File: config.mk
export PLATFORM = sky130hd
export DESIGN_NAME = qdc_event_word_decoder_flat
export DESIGN_NICKNAME = d
export VERILOG_FILES = /design/src/design/qdc_pkg.sv /design/src/design/qdc_req_if.sv /design/src/design/qdc_rsp_if.sv /design/src/design/qdc_slot_store.sv /design/src/design/qdc_event_word_decoder.sv /design/src/flat_wrapper.sv
export SDC_FILE = /design/constraint.sdc
export NUM_CORES = 1
export LEC_CHECK = 0
export BUFFER_PORTS_ARGS = -buffer_cell sky130_fd_sc_hd__clkbuf_2
export CAP_MARGIN = 30
export CORE_MARGIN = 4
export CORE_UTILIZATION = 55
export DETAILED_ROUTE_END_ITERATION = 10
export PLACE_DENSITY = 0.76
export REMOVE_ABC_BUFFERS = 1
export SETUP_SLACK_MARGIN = 0.5
export SKIP_LAST_GASP = 1
export SYNTH_ARGS = -nofsm -noshare
export SYNTH_HDL_FRONTEND = slang
export SYNTH_SLANG_ARGS = --single-unit
File: constraint.sdc
create_clock -name clock -period 2.6 [get_ports clock]
set_input_delay 0.39 -clock clock [delete_from_list [all_inputs] [get_ports clock]]
set_output_delay 0.39 -clock clock [all_outputs]
set_load 0.05 [all_outputs]
File: src/design/qdc_pkg.sv
// ---------------------------------------------------------------------------
// QDC decoder package
// Word type codes, flow codes, register indexes and shared types.
// ---------------------------------------------------------------------------
`default_nettype none

package qdc_pkg;

   // word type field, bits 26:24
   localparam logic [2:0] WT_DATA   = 3'd0;
   localparam logic [2:0] WT_HEADER = 3'd2;
   localparam logic [2:0] WT_EOB    = 3'd4;

   localparam int CHARGE_BITS = 12;
   localparam logic signed [15:0] OVERFLOW_CHARGE  = 16'sd5000;
   localparam logic signed [15:0] UNDERFLOW_CHARGE = -16'sd1;

   // register indexes, byte address 4*index
   localparam logic [1:0] CSR_BOARD_VARIANT = 2'd0;
   localparam logic [1:0] CSR_NOT_FOUND     = 2'd1;
   localparam logic [1:0] CSR_MIN_CHANNELS  = 2'd2;

   typedef enum logic [0:0] {
      ST_IDLE,
      ST_EMIT
   } state_type;

   typedef struct packed {
      logic clear;
      logic write;
   } store_ctl_type;

endpackage

`default_nettype wire

File: src/design/qdc_req_if.sv
// ---------------------------------------------------------------------------
// QDC request channel
// Valid/ready channel carrying one readout word per transaction.
// ---------------------------------------------------------------------------
`default_nettype none

interface qdc_req_if;
   logic        valid;
   logic        ready;
   logic [31:0] data_word;

   modport source (output valid, output data_word, input ready);
   modport sink   (input valid, input data_word, output ready);
endinterface

`default_nettype wire

File: src/design/qdc_rsp_if.sv
// ---------------------------------------------------------------------------
// QDC response channel
// Valid/ready channel carrying one decoded charge slot per transaction.
// ---------------------------------------------------------------------------
`default_nettype none

interface qdc_rsp_if;
   logic               valid;
   logic               ready;
   logic               status;
   logic               range_sel;
   logic [3:0]         channel;
   logic signed [15:0] charge;
   logic [31:0]        event_number;
   logic               last;

   modport source (output valid, output status, output range_sel, output channel,
                   output charge, output event_number, output last, input ready);
   modport sink   (input valid, input status, input range_sel, input channel,
                   input charge, input event_number, input last, output ready);
endinterface

`default_nettype wire

File: src/design/qdc_slot_store.sv
// ---------------------------------------------------------------------------
// QDC charge slot store
// Flop array of charge slots: one write port, block clear, one read port.
// ---------------------------------------------------------------------------
`default_nettype none

module qdc_slot_store import qdc_pkg::*; #(
   parameter int DEPTH = 32,
   parameter int AW    = 5
) (
   input  wire logic               clock,
   input  wire logic               reset,
   input  wire store_ctl_type      ctl,
   input  wire logic signed [15:0] clear_value,
   input  wire logic [AW-1:0]      wr_addr,
   input  wire logic signed [15:0] wr_data,
   input  wire logic [AW-1:0]      rd_addr,
   output logic signed [15:0]      rd_data
);

   logic signed [15:0] slot_ff [DEPTH];
   logic signed [15:0] slot_in [DEPTH];

   always_comb begin
      for (int i = 0; i < DEPTH; i++) begin
         if (ctl.clear) begin
            slot_in[i] = clear_value;
         end else if (ctl.write && (wr_addr == AW'(i))) begin
            slot_in[i] = wr_data;
         end else begin
            slot_in[i] = slot_ff[i];
         end
      end
   end

   always_ff @(posedge clock) begin
      for (int i = 0; i < DEPTH; i++) begin
         if (reset) begin
            slot_ff[i] <= '0;
         end else begin
            slot_ff[i] <= slot_in[i];
         end
      end
   end

   assign rd_data = slot_ff[rd_addr];

endmodule

`default_nettype wire

File: src/design/qdc_event_word_decoder.sv
// ---------------------------------------------------------------------------
// QDC event word decoder
// Decodes readout words into charge slots and emits them per event.
// ---------------------------------------------------------------------------
// Header and data words are taken while idle; a short header's status result
// is presented the cycle after the word is taken.
// An end-of-block word after a header holds the input off while the slot
// counter walks the store and sends one slot per cycle when rsp is ready.
// A pending result blocks a new word until the output register frees up.
// Reset (synchronous) clears slots to zero, event count, header flag and CSRs.
`default_nettype none

module qdc_event_word_decoder import qdc_pkg::*; #(
   parameter int CHANNELS = 16
) (
   input  wire logic  clock,
   input  wire logic  reset,
   qdc_req_if.sink    req_chan,
   qdc_rsp_if.source  rsp_chan,
   input  wire logic        csr_psel,
   input  wire logic        csr_penable,
   input  wire logic        csr_pwrite,
   input  wire logic [3:0]  csr_paddr,
   input  wire logic [31:0] csr_pwdata,
   output logic [31:0]      csr_prdata,
   output logic             csr_pready
);

   localparam int SLOTS = 2 * CHANNELS;
   localparam int SW    = $clog2(SLOTS);
   localparam logic [SW-1:0] LAST_SLOT = SW'(SLOTS - 1);
   localparam logic [SW-1:0] CH_OFFSET = SW'(CHANNELS);

   // configuration registers
   logic               variant_ff, variant_in;
   logic signed [15:0] not_found_ff, not_found_in;
   logic [5:0]         min_ch_ff, min_ch_in;
   logic               csr_wr;

   assign csr_pready = 1'b1;
   assign csr_wr = csr_psel && csr_penable && csr_pwrite && csr_pready;

   always_comb begin
      variant_in   = variant_ff;
      not_found_in = not_found_ff;
      min_ch_in    = min_ch_ff;
      if (csr_wr) begin
         unique case (csr_paddr[3:2])
            CSR_BOARD_VARIANT: variant_in   = csr_pwdata[0];
            CSR_NOT_FOUND:     not_found_in = csr_pwdata[15:0];
            CSR_MIN_CHANNELS:  min_ch_in    = csr_pwdata[5:0];
            default: ;
         endcase
      end
   end

   always_comb begin
      unique case (csr_paddr[3:2])
         CSR_BOARD_VARIANT: csr_prdata = {31'd0, variant_ff};
         CSR_NOT_FOUND:     csr_prdata = {16'd0, not_found_ff};
         CSR_MIN_CHANNELS:  csr_prdata = {26'd0, min_ch_ff};
         default:           csr_prdata = '0;
      endcase
   end

   // word decode
   logic [31:0]        word;
   logic [2:0]         kind;
   logic               accept;
   logic               range_bit;
   logic [3:0]         chan;
   logic               chan_ok;
   logic signed [15:0] charge_val;
   logic               hdr_short;
   logic [SW-1:0]      wr_slot;

   assign word   = req_chan.data_word;
   assign kind   = word[26:24];
   assign accept = req_chan.valid && req_chan.ready;

   assign range_bit = variant_ff ? word[17] : word[16];
   assign chan      = variant_ff ? {1'b0, word[20:18]} : word[20:17];
   assign chan_ok   = {1'b0, chan} < 5'(CHANNELS);
   assign wr_slot   = range_bit ? CH_OFFSET + SW'(chan) : SW'(chan);
   assign hdr_short = word[13:8] < min_ch_ff;

   always_comb begin
      // overflow wins over underflow
      if (word[12]) begin
         charge_val = OVERFLOW_CHARGE;
      end else if (word[13]) begin
         charge_val = UNDERFLOW_CHARGE;
      end else begin
         charge_val = {{(16 - CHARGE_BITS){1'b0}}, word[CHARGE_BITS-1:0]};
      end
   end

   store_ctl_type store_ctl;
   logic          eob_go;

   assign store_ctl.clear = accept && (kind == WT_HEADER);
   assign store_ctl.write = accept && (kind == WT_DATA) && chan_ok;

   // event state
   logic        header_seen_ff, header_seen_in;
   logic [31:0] event_count_ff, event_count_in;

   assign header_seen_in = header_seen_ff || store_ctl.clear;
   assign eob_go         = accept && (kind == WT_EOB) && header_seen_ff;
   assign event_count_in = eob_go ? event_count_ff + 32'd1 : event_count_ff;

   // sequencer
   state_type     state_ff, state_in;
   logic [SW-1:0] cnt_ff, cnt_in;
   logic          out_adv;
   logic          emit_load;
   logic          hdr_load;
   logic          req_ready_c;

   assign out_adv = !rsp_chan.valid || rsp_chan.ready;

   always_comb begin
      state_in = state_ff;
      unique case (state_ff)
         ST_IDLE: if (eob_go) state_in = ST_EMIT;
         ST_EMIT: if (out_adv && (cnt_ff == LAST_SLOT)) state_in = ST_IDLE;
         default: state_in = ST_IDLE;
      endcase
   end

   always_comb begin
      req_ready_c = 1'b0;
      emit_load   = 1'b0;
      unique case (state_ff)
         ST_IDLE: req_ready_c = out_adv;
         ST_EMIT: emit_load   = out_adv;
         default: ;
      endcase
   end

   assign req_chan.ready = req_ready_c;
   assign hdr_load       = store_ctl.clear && hdr_short;

   always_comb begin
      cnt_in = cnt_ff;
      if (eob_go) begin
         cnt_in = '0;
      end else if (emit_load) begin
         cnt_in = cnt_ff + SW'(1);
      end
   end

   // slot store
   logic signed [15:0] rd_charge;
   logic               rd_hi;
   logic [SW-1:0]      rd_chan;

   qdc_slot_store #(
      .DEPTH (SLOTS),
      .AW    (SW)
   ) u_store (
      .clock       (clock),
      .reset       (reset),
      .ctl         (store_ctl),
      .clear_value (not_found_ff),
      .wr_addr     (wr_slot),
      .wr_data     (charge_val),
      .rd_addr     (cnt_ff),
      .rd_data     (rd_charge)
   );

   assign rd_hi   = cnt_ff >= CH_OFFSET;
   assign rd_chan = rd_hi ? cnt_ff - CH_OFFSET : cnt_ff;

   // output register
   logic               rsp_valid_ff, rsp_valid_in;
   logic               rsp_status_ff, rsp_status_in;
   logic               rsp_range_ff, rsp_range_in;
   logic [3:0]         rsp_chan_ff, rsp_chan_in;
   logic signed [15:0] rsp_charge_ff, rsp_charge_in;
   logic [31:0]        rsp_event_ff, rsp_event_in;
   logic               rsp_last_ff, rsp_last_in;

   always_comb begin
      rsp_valid_in  = rsp_valid_ff && !rsp_chan.ready;
      rsp_status_in = rsp_status_ff;
      rsp_range_in  = rsp_range_ff;
      rsp_chan_in   = rsp_chan_ff;
      rsp_charge_in = rsp_charge_ff;
      rsp_event_in  = rsp_event_ff;
      rsp_last_in   = rsp_last_ff;
      if (hdr_load) begin
         rsp_valid_in  = 1'b1;
         rsp_status_in = 1'b1;
         rsp_range_in  = 1'b0;
         rsp_chan_in   = '0;
         rsp_charge_in = '0;
         rsp_event_in  = '0;
         rsp_last_in   = 1'b1;
      end else if (emit_load) begin
         rsp_valid_in  = 1'b1;
         rsp_status_in = 1'b0;
         rsp_range_in  = rd_hi;
         rsp_chan_in   = 4'(rd_chan);
         rsp_charge_in = rd_charge;
         rsp_event_in  = event_count_ff;
         rsp_last_in   = cnt_ff == LAST_SLOT;
      end
   end

   always_ff @(posedge clock) begin
      if (reset) begin
         variant_ff     <= 1'b0;
         not_found_ff   <= '0;
         min_ch_ff      <= '0;
         header_seen_ff <= 1'b0;
         event_count_ff <= '0;
         state_ff       <= ST_IDLE;
         cnt_ff         <= '0;
         rsp_valid_ff   <= 1'b0;
      end else begin
         variant_ff     <= variant_in;
         not_found_ff   <= not_found_in;
         min_ch_ff      <= min_ch_in;
         header_seen_ff <= header_seen_in;
         event_count_ff <= event_count_in;
         state_ff       <= state_in;
         cnt_ff         <= cnt_in;
         rsp_valid_ff   <= rsp_valid_in;
      end
   end

   always_ff @(posedge clock) begin
      rsp_status_ff <= rsp_status_in;
      rsp_range_ff  <= rsp_range_in;
      rsp_chan_ff   <= rsp_chan_in;
      rsp_charge_ff <= rsp_charge_in;
      rsp_event_ff  <= rsp_event_in;
      rsp_last_ff   <= rsp_last_in;
   end

   assign rsp_chan.valid        = rsp_valid_ff;
   assign rsp_chan.status       = rsp_status_ff;
   assign rsp_chan.range_sel    = rsp_range_ff;
   assign rsp_chan.channel      = rsp_chan_ff;
   assign rsp_chan.charge       = rsp_charge_ff;
   assign rsp_chan.event_number = rsp_event_ff;
   assign rsp_chan.last         = rsp_last_ff;

`ifndef SYNTH
   // hold the input off for the whole emission run
   a_no_accept_in_emit: assert property (@(posedge clock) disable iff (reset)
      (state_ff == ST_EMIT) |-> !req_chan.ready)
      else $error("word accepted during slot emission");

   // leave the run once the final slot is loaded
   a_run_ends: assert property (@(posedge clock) disable iff (reset)
      (state_ff == ST_EMIT && out_adv && cnt_ff == LAST_SLOT) |=> (state_ff == ST_IDLE))
      else $error("emission did not end after final slot");

   // slot results carry the current event count
   a_event_tag: assert property (@(posedge clock) disable iff (reset)
      (rsp_valid_ff && !rsp_status_ff) |-> (rsp_event_ff == event_count_ff))
      else $error("slot result carries stale event number");

   // a status result is always a one-transaction run
   a_status_last: assert property (@(posedge clock) disable iff (reset)
      (rsp_valid_ff && rsp_status_ff) |-> rsp_last_ff)
      else $error("status result not marked last");
`endif

endmodule

`default_nettype wire

File: src/flat_wrapper.sv
// flat-port wrapper written by rule: the top's interface ports become plain ports
module qdc_event_word_decoder_flat import qdc_pkg::*;
#(
   parameter int CHANNELS = 16
)
  (clock, reset, csr_psel, csr_penable, csr_pwrite, csr_paddr, csr_pwdata, csr_prdata, csr_pready, req_chan_valid, req_chan_data_word, req_chan_ready, rsp_chan_valid, rsp_chan_status, rsp_chan_range_sel, rsp_chan_channel, rsp_chan_charge, rsp_chan_event_number, rsp_chan_last, rsp_chan_ready);
  qdc_req_if req_chan_i ();
  qdc_rsp_if rsp_chan_i ();
  input  wire logic clock;
  input  wire logic reset;
  input  wire logic csr_psel;
  input  wire logic csr_penable;
  input  wire logic csr_pwrite;
  input  wire logic [3:0] csr_paddr;
  input  wire logic [31:0] csr_pwdata;
  output logic [31:0] csr_prdata;
  output logic csr_pready;
  input wire logic [$bits(req_chan_i.valid)-1:0] req_chan_valid;
  input wire logic [$bits(req_chan_i.data_word)-1:0] req_chan_data_word;
  output wire logic [$bits(req_chan_i.ready)-1:0] req_chan_ready;
  output wire logic [$bits(rsp_chan_i.valid)-1:0] rsp_chan_valid;
  output wire logic [$bits(rsp_chan_i.status)-1:0] rsp_chan_status;
  output wire logic [$bits(rsp_chan_i.range_sel)-1:0] rsp_chan_range_sel;
  output wire logic [$bits(rsp_chan_i.channel)-1:0] rsp_chan_channel;
  output wire logic [$bits(rsp_chan_i.charge)-1:0] rsp_chan_charge;
  output wire logic [$bits(rsp_chan_i.event_number)-1:0] rsp_chan_event_number;
  output wire logic [$bits(rsp_chan_i.last)-1:0] rsp_chan_last;
  input wire logic [$bits(rsp_chan_i.ready)-1:0] rsp_chan_ready;
  assign req_chan_i.valid = req_chan_valid;
  assign req_chan_i.data_word = req_chan_data_word;
  assign req_chan_ready = req_chan_i.ready;
  assign rsp_chan_valid = rsp_chan_i.valid;
  assign rsp_chan_status = rsp_chan_i.status;
  assign rsp_chan_range_sel = rsp_chan_i.range_sel;
  assign rsp_chan_channel = rsp_chan_i.channel;
  assign rsp_chan_charge = rsp_chan_i.charge;
  assign rsp_chan_event_number = rsp_chan_i.event_number;
  assign rsp_chan_last = rsp_chan_i.last;
  assign rsp_chan_i.ready = rsp_chan_ready;
  qdc_event_word_decoder #(.CHANNELS(CHANNELS)) u_core (.clock(clock), .reset(reset), .req_chan(req_chan_i), .rsp_chan(rsp_chan_i), .csr_psel(csr_psel), .csr_penable(csr_penable), .csr_pwrite(csr_pwrite), .csr_paddr(csr_paddr), .csr_pwdata(csr_pwdata), .csr_prdata(csr_prdata), .csr_pready(csr_pready));
endmodule
==> metrics.yaml, run 1 <==
outcome:
  status: "complete, but fails checks"
  failed_checks: "negative setup slack"
sta:
  max_freq_ghz: 0.3836
  finalCritPeriodShare: 1.003
  worst_slew_pin_slew_ns: 1.142
  hold_violations: 0
  rsz0062_at_grt: "true"
  slew_headroom: 0.2384
  whs_ns: 0.01483
  finClkSkew_ns: 0.03956
  setup_violations: 1
  fin_ws_ns: -0.007016
  period_needed_ns: 2.607
  slew_violations: 0
cells_and_area:
  design_area_um2: 35480
  area_growth_pct: 27.94
  drive_above_1_share: 0.3343
  fill_cells: 2926
  multi_input_area_um2: 10580
  register_area_um2: 17760
  nets: 2481
  fin_util: 0.7100
synthesis:
  synth_top_area_frac: 0.5545
  yosys-top-cells-area: "edfxtp_1, mux4_2, dfxtp_1"
  syn_avg_cell_area_um2: 12.83
  synth-warning-count: 0
  synth-main-ff-cell: "edfxtp_1"
  syn-cell-area_um2: 27730
  yosysSeqAreaShare: 0.6397
  synth_top_area_cell: "edfxtp_1"
  synth_async_sr_flop_share: 0
  ys_types: 55
  synth_edf_count: 512
  synthCells: 2162
  ys_ff_latch: 630
global_route:
  grt_pass1_vias: 19050
  grt_max_degree: 60
  grtUsageTotal: 0.2785
  antenna_found_initial: 2
  grt_pass1_wl_um: 113000
  gr-total-overflow: 0
floorplan:
  dieWidth_um: 232.5
  rows: 82
  core-area_um2: 49970
  die_h_um: 232.5
  die_area_um2: 54070
  io_pins: 165
  start_util: 0.5550
setup_path:
  r2r_end: "u_core.rsp_chan.charge[14]$_SDFFE_PP0P_"
  critPathKind: "flip-flop to flip-flop"
  r2r_slack_ns: -0.007
  cp_cell_sequence: "buf_8 -> inv_1 -> nand2_1 -> o22ai_1 -> nor4_2 -> o21a_1"
  cp-start-kind: "flip-flop"
  end_kind: "flip-flop"
  cp_max_fo: 13
  max_stage_delay_ns: 0.92
  cp_slowest_cell: "nor4_2"
  reg2reg_from: "u_core.cnt_ff[0]$_SDFFE_PP0P_"
  cp_data_required_time_ns: 3.16
  ff2ff_path_depth: 6
  startpoint: "u_core.cnt_ff[0]$_SDFFE_PP0P_"
  cp.arrival_ns: 3.17
placement:
  gp_congestion: 0.8571
  hpwl_um: 44570
  portBuffers: 119
  placed_cell_area_um2: 30090
  place_ws_ns: 0.1116
routing:
  vias: 20870
  ant_nets: 0
  avgViaCountPerCell: 6.683
  wire_per_inst_um: 29.52
  drt-pass1-iter-count: 6
  drtIter0Drc: 3115
  routed_wirelength_um: 92200
  post-route-drc-count: 0
cts:
  cts.sinks: 630
  cts_tree: "done"
  cts_buffers: 67
  cts-htree-levels: 3
  clk_pin_slew_worst_paths_ns: 0.06
  cts_root_buf: "clkbuf_16"
  clock_latency_ns: 0.64
  clk_path_buf_depth: 3
worst_hold_path:
  hp-class: "input pin to flip-flop"
  hold_start: "csr_pwdata[13]"
  holdPathStages: 3
  min_to: "u_core.not_found_ff[13]$_SDFFE_PP0P_"
power:
  peakVddDrop_mv: 0.5076
  power.density_nw_per_um2: 662.6
  p_leak_nw: 12.37
run:
  drv_cap: 0
## metrics by stage
stage / total power (W) / setup TNS (ns) / std cells
2_1_floorplan: 0.01261 / -1291.58 / 1973
3_3_place_gp: 0.01336 / 0 / 2887
3_5_place_dp: 0.01344 / 0 / 2887
4_1_cts: 0.02286 / 0 / 3035
5_1_grt: 0.02397 / 0 / 3122
6_report: 0.02350 / -0.007016 / 3123
## state kept, by name (all words and copies together), names as in the netlist
register	cells
u_core.cnt_ff	5
u_core.event_count_ff	32
u_core.header_seen_ff	1
u_core.min_ch_ff	6
u_core.not_found_ff	16
u_core.rsp_chan.channel	4
u_core.rsp_chan.charge	16
u_core.rsp_chan.event_number	32
u_core.rsp_chan.last	1
u_core.rsp_chan.range_sel	1
u_core.rsp_chan.status	1
u_core.rsp_chan.valid	1
u_core.state_ff	1
u_core.u_store.slot_ff	512
u_core.variant_ff	1
## repair_timing
| action | CTS | global route |
|---|---|---|
| hold buffers | 7 | 0 |
| resized for setup | 119 | 291 |
| pin swaps | 23 | 74 |
| setup buffers | 15 | 43 |
| endpoints found under the hold margin | 7 | 0 |
| endpoints found under the setup margin | 1094 | 1082 |
| gates cloned | 4 | 44 |
## final cells by class
class                           count  area share
Sequential cell                   630      0.5005
Multi-Input combinational cell   1342      0.2983
Timing Repair Buffer              346      0.1154
Clock buffer                       88     0.05160
Tap cell                          672     0.02370
Clock inverter                     34    0.009382
Inverter                           10    0.001058
Antenna cell                        1  0.00007054
## per-layer routing
layer | vias up | GRT usage | wire length [µm]
met5 | - | 0 | 0
met4 | 0 | 0.1306 | 7255
met3 | 450 | 0.07089 | 13510
met2 | 1848 | 0.4486 | 42270
met1 | 10190 | 0.3581 | 29170
li1 | 8382 | - | -
## where the power goes
| group | internal (W) | switching (W) |
|---|---|---|
| Sequential | 0.0115 | 0.000223 |
| Combinational | 0.000796 | 0.00136 |
| Clock | 0.00550 | 0.00414 |
## critical path, delay by kind of cell (launching register included)
family,cells,cell delay (ns)
AO/OA/AOI/OAI,2,0.40
buffers and inverters,2,0.48
AND/OR/NAND/NOR,2,1.26
flip-flops,1,0.40
## cells in the mapped netlist, types with 8 or more instances
| master | number |
|---|---|
| nand3_1 | 11 |
| a21o_1 | 33 |
| a21oi_1 | 91 |
| or4_1 | 13 |
| inv_1 | 10 |
| a211oi_1 | 35 |
| dfxtp_1 | 118 |
| nand4_1 | 50 |
| or3_1 | 10 |
| buf_6 | 8 |
| buf_2 | 65 |
| o22ai_1 | 16 |
| mux2i_1 | 59 |
| and3_1 | 8 |
| nand2_1 | 164 |
| and2_1 | 28 |
| mux4_2 | 128 |
| xor2_1 | 11 |
| clkbuf_1 | 105 |
| o21ai_0 | 10 |
| edfxtp_1 | 512 |
| o31ai_1 | 14 |
| nor2_1 | 555 |
| ha_1 | 9 |
| buf_4 | 21 |
| a311o_1 | 13 |
## cell usage in the layout (no fill, tap or decap), types with 11 or more instances in the layout
cell type | Yosys | routed
and2_1 | 28 | 18
nor2_4 | 0 | 46
buf_8 | 0 | 14
a211oi_1 | 35 | 13
clkbuf_16 | 0 | 94
clkbuf_1 | 105 | 14
a21oi_4 | 0 | 12
a311o_1 | 13 | 13
nand2_1 | 164 | 148
nand3_1 | 11 | 11
nor2_2 | 0 | 48
a211oi_2 | 0 | 13
nor2_1 | 555 | 461
nand4_1 | 50 | 50
mux4_2 | 128 | 128
buf_6 | 8 | 34
buf_12 | 0 | 75
buf_4 | 21 | 63
xor2_1 | 11 | 11
edfxtp_1 | 512 | 512
clkbuf_2 | 0 | 120
a21oi_1 | 91 | 76
mux2i_4 | 0 | 12
conb_1 | 2 | 17
a21o_4 | 0 | 33
dfxtp_1 | 118 | 111
mux2i_1 | 59 | 37
o22ai_1 | 16 | 13
## cells by family after synthesis
family	Yosys count	synth area share
flops	630	0.6397
other cells	2	0.0002708
xor+xnor	14	0.004422
fa+ha+maj	9	0.004061
compound gates	224	0.05234
mux	189	0.1261
simple gates	880	0.1363
buf+inv	214	0.03691
## worst max path at each step
stage	endpoint	cells past startpoint
final	u_core.rsp_chan.charge[14]$_SDFFE_PP0P_	6
after global routing	u_core.rsp_chan.charge[14]$_SDFFE_PP0P_	6
after CTS	u_core.rsp_chan.charge[7]$_SDFFE_PP0P_	7
after detailed placement	u_core.rsp_chan.charge[5]$_SDFFE_PP0P_	5
after global placement	u_core.rsp_chan.charge[5]$_SDFFE_PP0P_	5
after floorplan	u_core.rsp_chan.charge[0]$_SDFFE_PP0P_	5
Note: power is estimated with default switching activity, not from simulation.
==> inputs of run 2 (changes only) <==
- PLACE_DENSITY: 0.76 -> not set
- PLACE_DENSITY_LB_ADDON: not set -> 0.15
==> metrics.yaml, run 2 (same netlist as run 1, synthesis figures left out) <==
outcome:
  status: "complete, no violations"  # was complete, but fails checks
setup_path:
  cp.arrival_ns: 3.13  # was 3.17 ns
  r2r_slack_ns: 0.004  # was -0.007 ns
  cp_cell_sequence: "buf_12 -> buf_4 -> buf_4 -> a211oi_1 -> buf_4 -> a211oi_1 -> a311o_1"  # was buf_8 -> inv_1 -> nand2_1 -> o22ai_1 -> nor4_2 -> o21a_1
  crit_top_cell: "buf_4"
  cp_max_fo: 13  # unchanged
  critPathKind: "flip-flop to flip-flop"  # unchanged
  cp_slowest_cell: "a211oi_1"  # was nor4_2
  max_stage_delay_ns: 0.95  # was 0.92 ns
  cp-start-kind: "flip-flop"  # unchanged
  end_kind: "flip-flop"  # unchanged
  cp_data_required_time_ns: 3.13  # was 3.16 ns
cts:
  clock_latency_ns: 0.61  # was 0.64 ns
  cts_buffers: 67  # unchanged
  clk_pin_slew_worst_paths_ns: 0.06  # about the same
  cts_tree: "done"  # unchanged
  cts-htree-levels: 3  # unchanged
  clk_path_buf_depth: 3  # unchanged
  cts_root_buf: "clkbuf_16"  # unchanged
  cts.sinks: 630  # unchanged
sta:
  finClkSkew_ns: 0.02237  # was 0.03956 ns
  setup_violations: 0  # was 1
  worst_slew_pin_slew_ns: 1.176  # was 1.142 ns
  whs_ns: 0.02286  # was 0.01483 ns
  slew_headroom: 0.2114  # was 0.2384
  finalCritPeriodShare: 0.9986  # was 1.003
  hold_violations: 0  # unchanged
  period_needed_ns: 2.596  # was 2.607 ns
  max_freq_ghz: 0.3852  # was 0.3836 GHz
  rsz0062_at_grt: "true"  # unchanged
  slew_violations: 0  # unchanged
placement:
  dpl.cell_count: 2899  # was 2887
  portBuffers: 119  # unchanged
  gp_congestion: 0.8735  # was 0.8571
  placed_cell_area_um2: 30240  # was 30090 µm²
  hpwl_um: 44860  # was 44570 µm
global_route:
  grt_pass1_wl_um: 115900  # was 113000 µm
  grtUsageTotal: 0.2883  # was 0.2785
  grt_pass1_vias: 18640  # was 19.05k
  gr-total-overflow: 0  # unchanged
  antenna_found_initial: 5  # was 2
  grt_max_degree: 92  # was 60
cells_and_area:
  area_growth_pct: 36.96  # was 27.94%
  most-common-layout-cells: "edfxtp_1, nor2_4, nor2_1"  # was edfxtp_1, nor2_1, nand2_1
  register_area_um2: 17750  # was 17760 µm²
  largest-register: "u_core.u_store.slot_ff"  # unchanged
  nets: 2537  # was 2481
  multi_input_area_um2: 12230  # was 10580 µm²
  fin_cells: 3178  # was 3123
  largest_reg_flops: 512  # unchanged
  drive_above_1_share: 0.4281  # was 0.3343
  fill_cells: 2717  # was 2926
  layout_commonest_cell: "edfxtp_1"  # unchanged
  design_area_um2: 37980  # was 35480 µm²
power:
  power_frac_clock: 0.395  # was 0.411
  p_total_w: 0.02374  # was 0.02350 W
  p_leak_nw: 12.65  # was 12.37 nW
  internal-power_w: 0.01787  # was 0.01778 W
  peakVddDrop_mv: 0.5526  # was 0.5076 mV
  switching_share: 0.2472  # was 0.2435
  p_sw_w: 0.005868  # was 0.005724 W
  p_comb_frac: 0.113  # was 0.092
  seqPwrFrac: 0.492  # was 0.498
  power.density_nw_per_um2: 625.0  # was 662.6 nW/µm²
routing:
  drt-pass1-iter-count: 7  # was 6
  ant_nets: 0  # unchanged
  post-route-drc-count: 0  # unchanged
  avgViaCountPerCell: 6.740  # was 6.683
  wire_per_inst_um: 32.15  # was 29.52 µm
  vias: 21420  # was 20.87k
  drtIter0Drc: 2978  # was 3115
  routed_wirelength_um: 102200  # was 92200 µm
floorplan:
  dieWidth_um: 232.5  # unchanged
  rows: 82  # unchanged
  io_pins: 165  # unchanged
  start_util: 0.5550  # unchanged
  die_h_um: 232.5  # unchanged
  die_area_um2: 54070  # unchanged
  core-area_um2: 49970  # unchanged
run:
  drv_cap: 0  # unchanged
worst_hold_path:
  hp-class: "input pin to flip-flop"  # unchanged
[run 2: cell count changes in the layout (fill, tap and decap cells not counted), moves of 8 or more]
cell       previous run  this run
nor2_4               46       267
a21o_4               33        44
buf_4                63        98
and2_1               18        27
clkbuf_16            94       109
clkbuf_1             14        24
buf_6                34        25
nor2_2               48        60
mux2i_1              37        45
buf_16                6        23
and2_4               10         2
buf_8                14         3
buf_12               75        86
nor2_1              461       228
[run 2: repair_timing]
item                                   4_1_cts  5_1_grt
hold buffers                                 0        0
gates resized for setup                     85      751
cloned                                      10       63
buffers inserted                            40       44
pin swaps                                    7      266
setup endpoints to repair                  739      772
endpoints found under the hold margin        0        0
[run 2: metrics by stage]
step           setup slack [ns]    TNS, ns  utilization
6_report               0.003657          0       0.7601
5_1_grt               -0.001354  -0.001354       0.7600
4_1_cts                  0.3865          0       0.6674
3_5_place_dp           -0.03870    -0.4689       0.6051
3_3_place_gp           -0.03941    -0.9751       0.6046
2_1_floorplan            -3.635   -1291.58            -
[run 2: cell type report]
cell class,count,area share
Antenna cell,4,0.0002636
Tap cell,672,0.02214
Clock buffer,98,0.05024
Clock inverter,20,0.004645
Timing Repair Buffer,393,0.1323
Sequential cell,630,0.4674
Inverter,10,0.0009883
Multi-Input combinational cell,1351,0.3220
[run 2: metal layers]
layer | GRT usage | routed length [µm] | vias up
li1 | - | - | 8547
met4 | 0.1128 | 8236 | 4
met5 | 0 | 27 | -
met1 | 0.3900 | 32790 | 10640
met3 | 0.05264 | 14400 | 508
met2 | 0.4697 | 46730 | 1726
[run 2: final timing paths]
kind | start | depth (start not counted) | to
setup reg to reg | u_core.cnt_ff[0]$_SDFFE_PP0P_ | 7 | u_core.rsp_chan.charge[3]$_SDFFE_PP0P_
hold reg to reg | u_core.rsp_chan.event_number[31]$_SDFFE_PP0P_ | 2 | u_core.rsp_chan.event_number[31]$_SDFFE_PP0P_
hold / removal | csr_pwdata[6] | 3 | u_core.not_found_ff[6]$_SDFFE_PP0P_
setup / recovery | u_core.cnt_ff[0]$_SDFFE_PP0P_ | 7 | u_core.rsp_chan.charge[3]$_SDFFE_PP0P_
[run 2: worst max-delay path, delay by kind of cell (launching register included)]
family	cells	cell delay, ns
flops	1	0.41
compound gates	3	1.29
buf+inv	4	0.83
[run 2: power by group through the flow]
stage                     Sequential (W)  Combinational, W  Clock, W
after CTS                         0.0117           0.00176   0.00930
final                             0.0117           0.00268   0.00937
after detailed placement          0.0119           0.00161         0
after global placement            0.0118           0.00158         0
after floorplan                   0.0119          0.000718         0
after global routing              0.0117           0.00268   0.00980
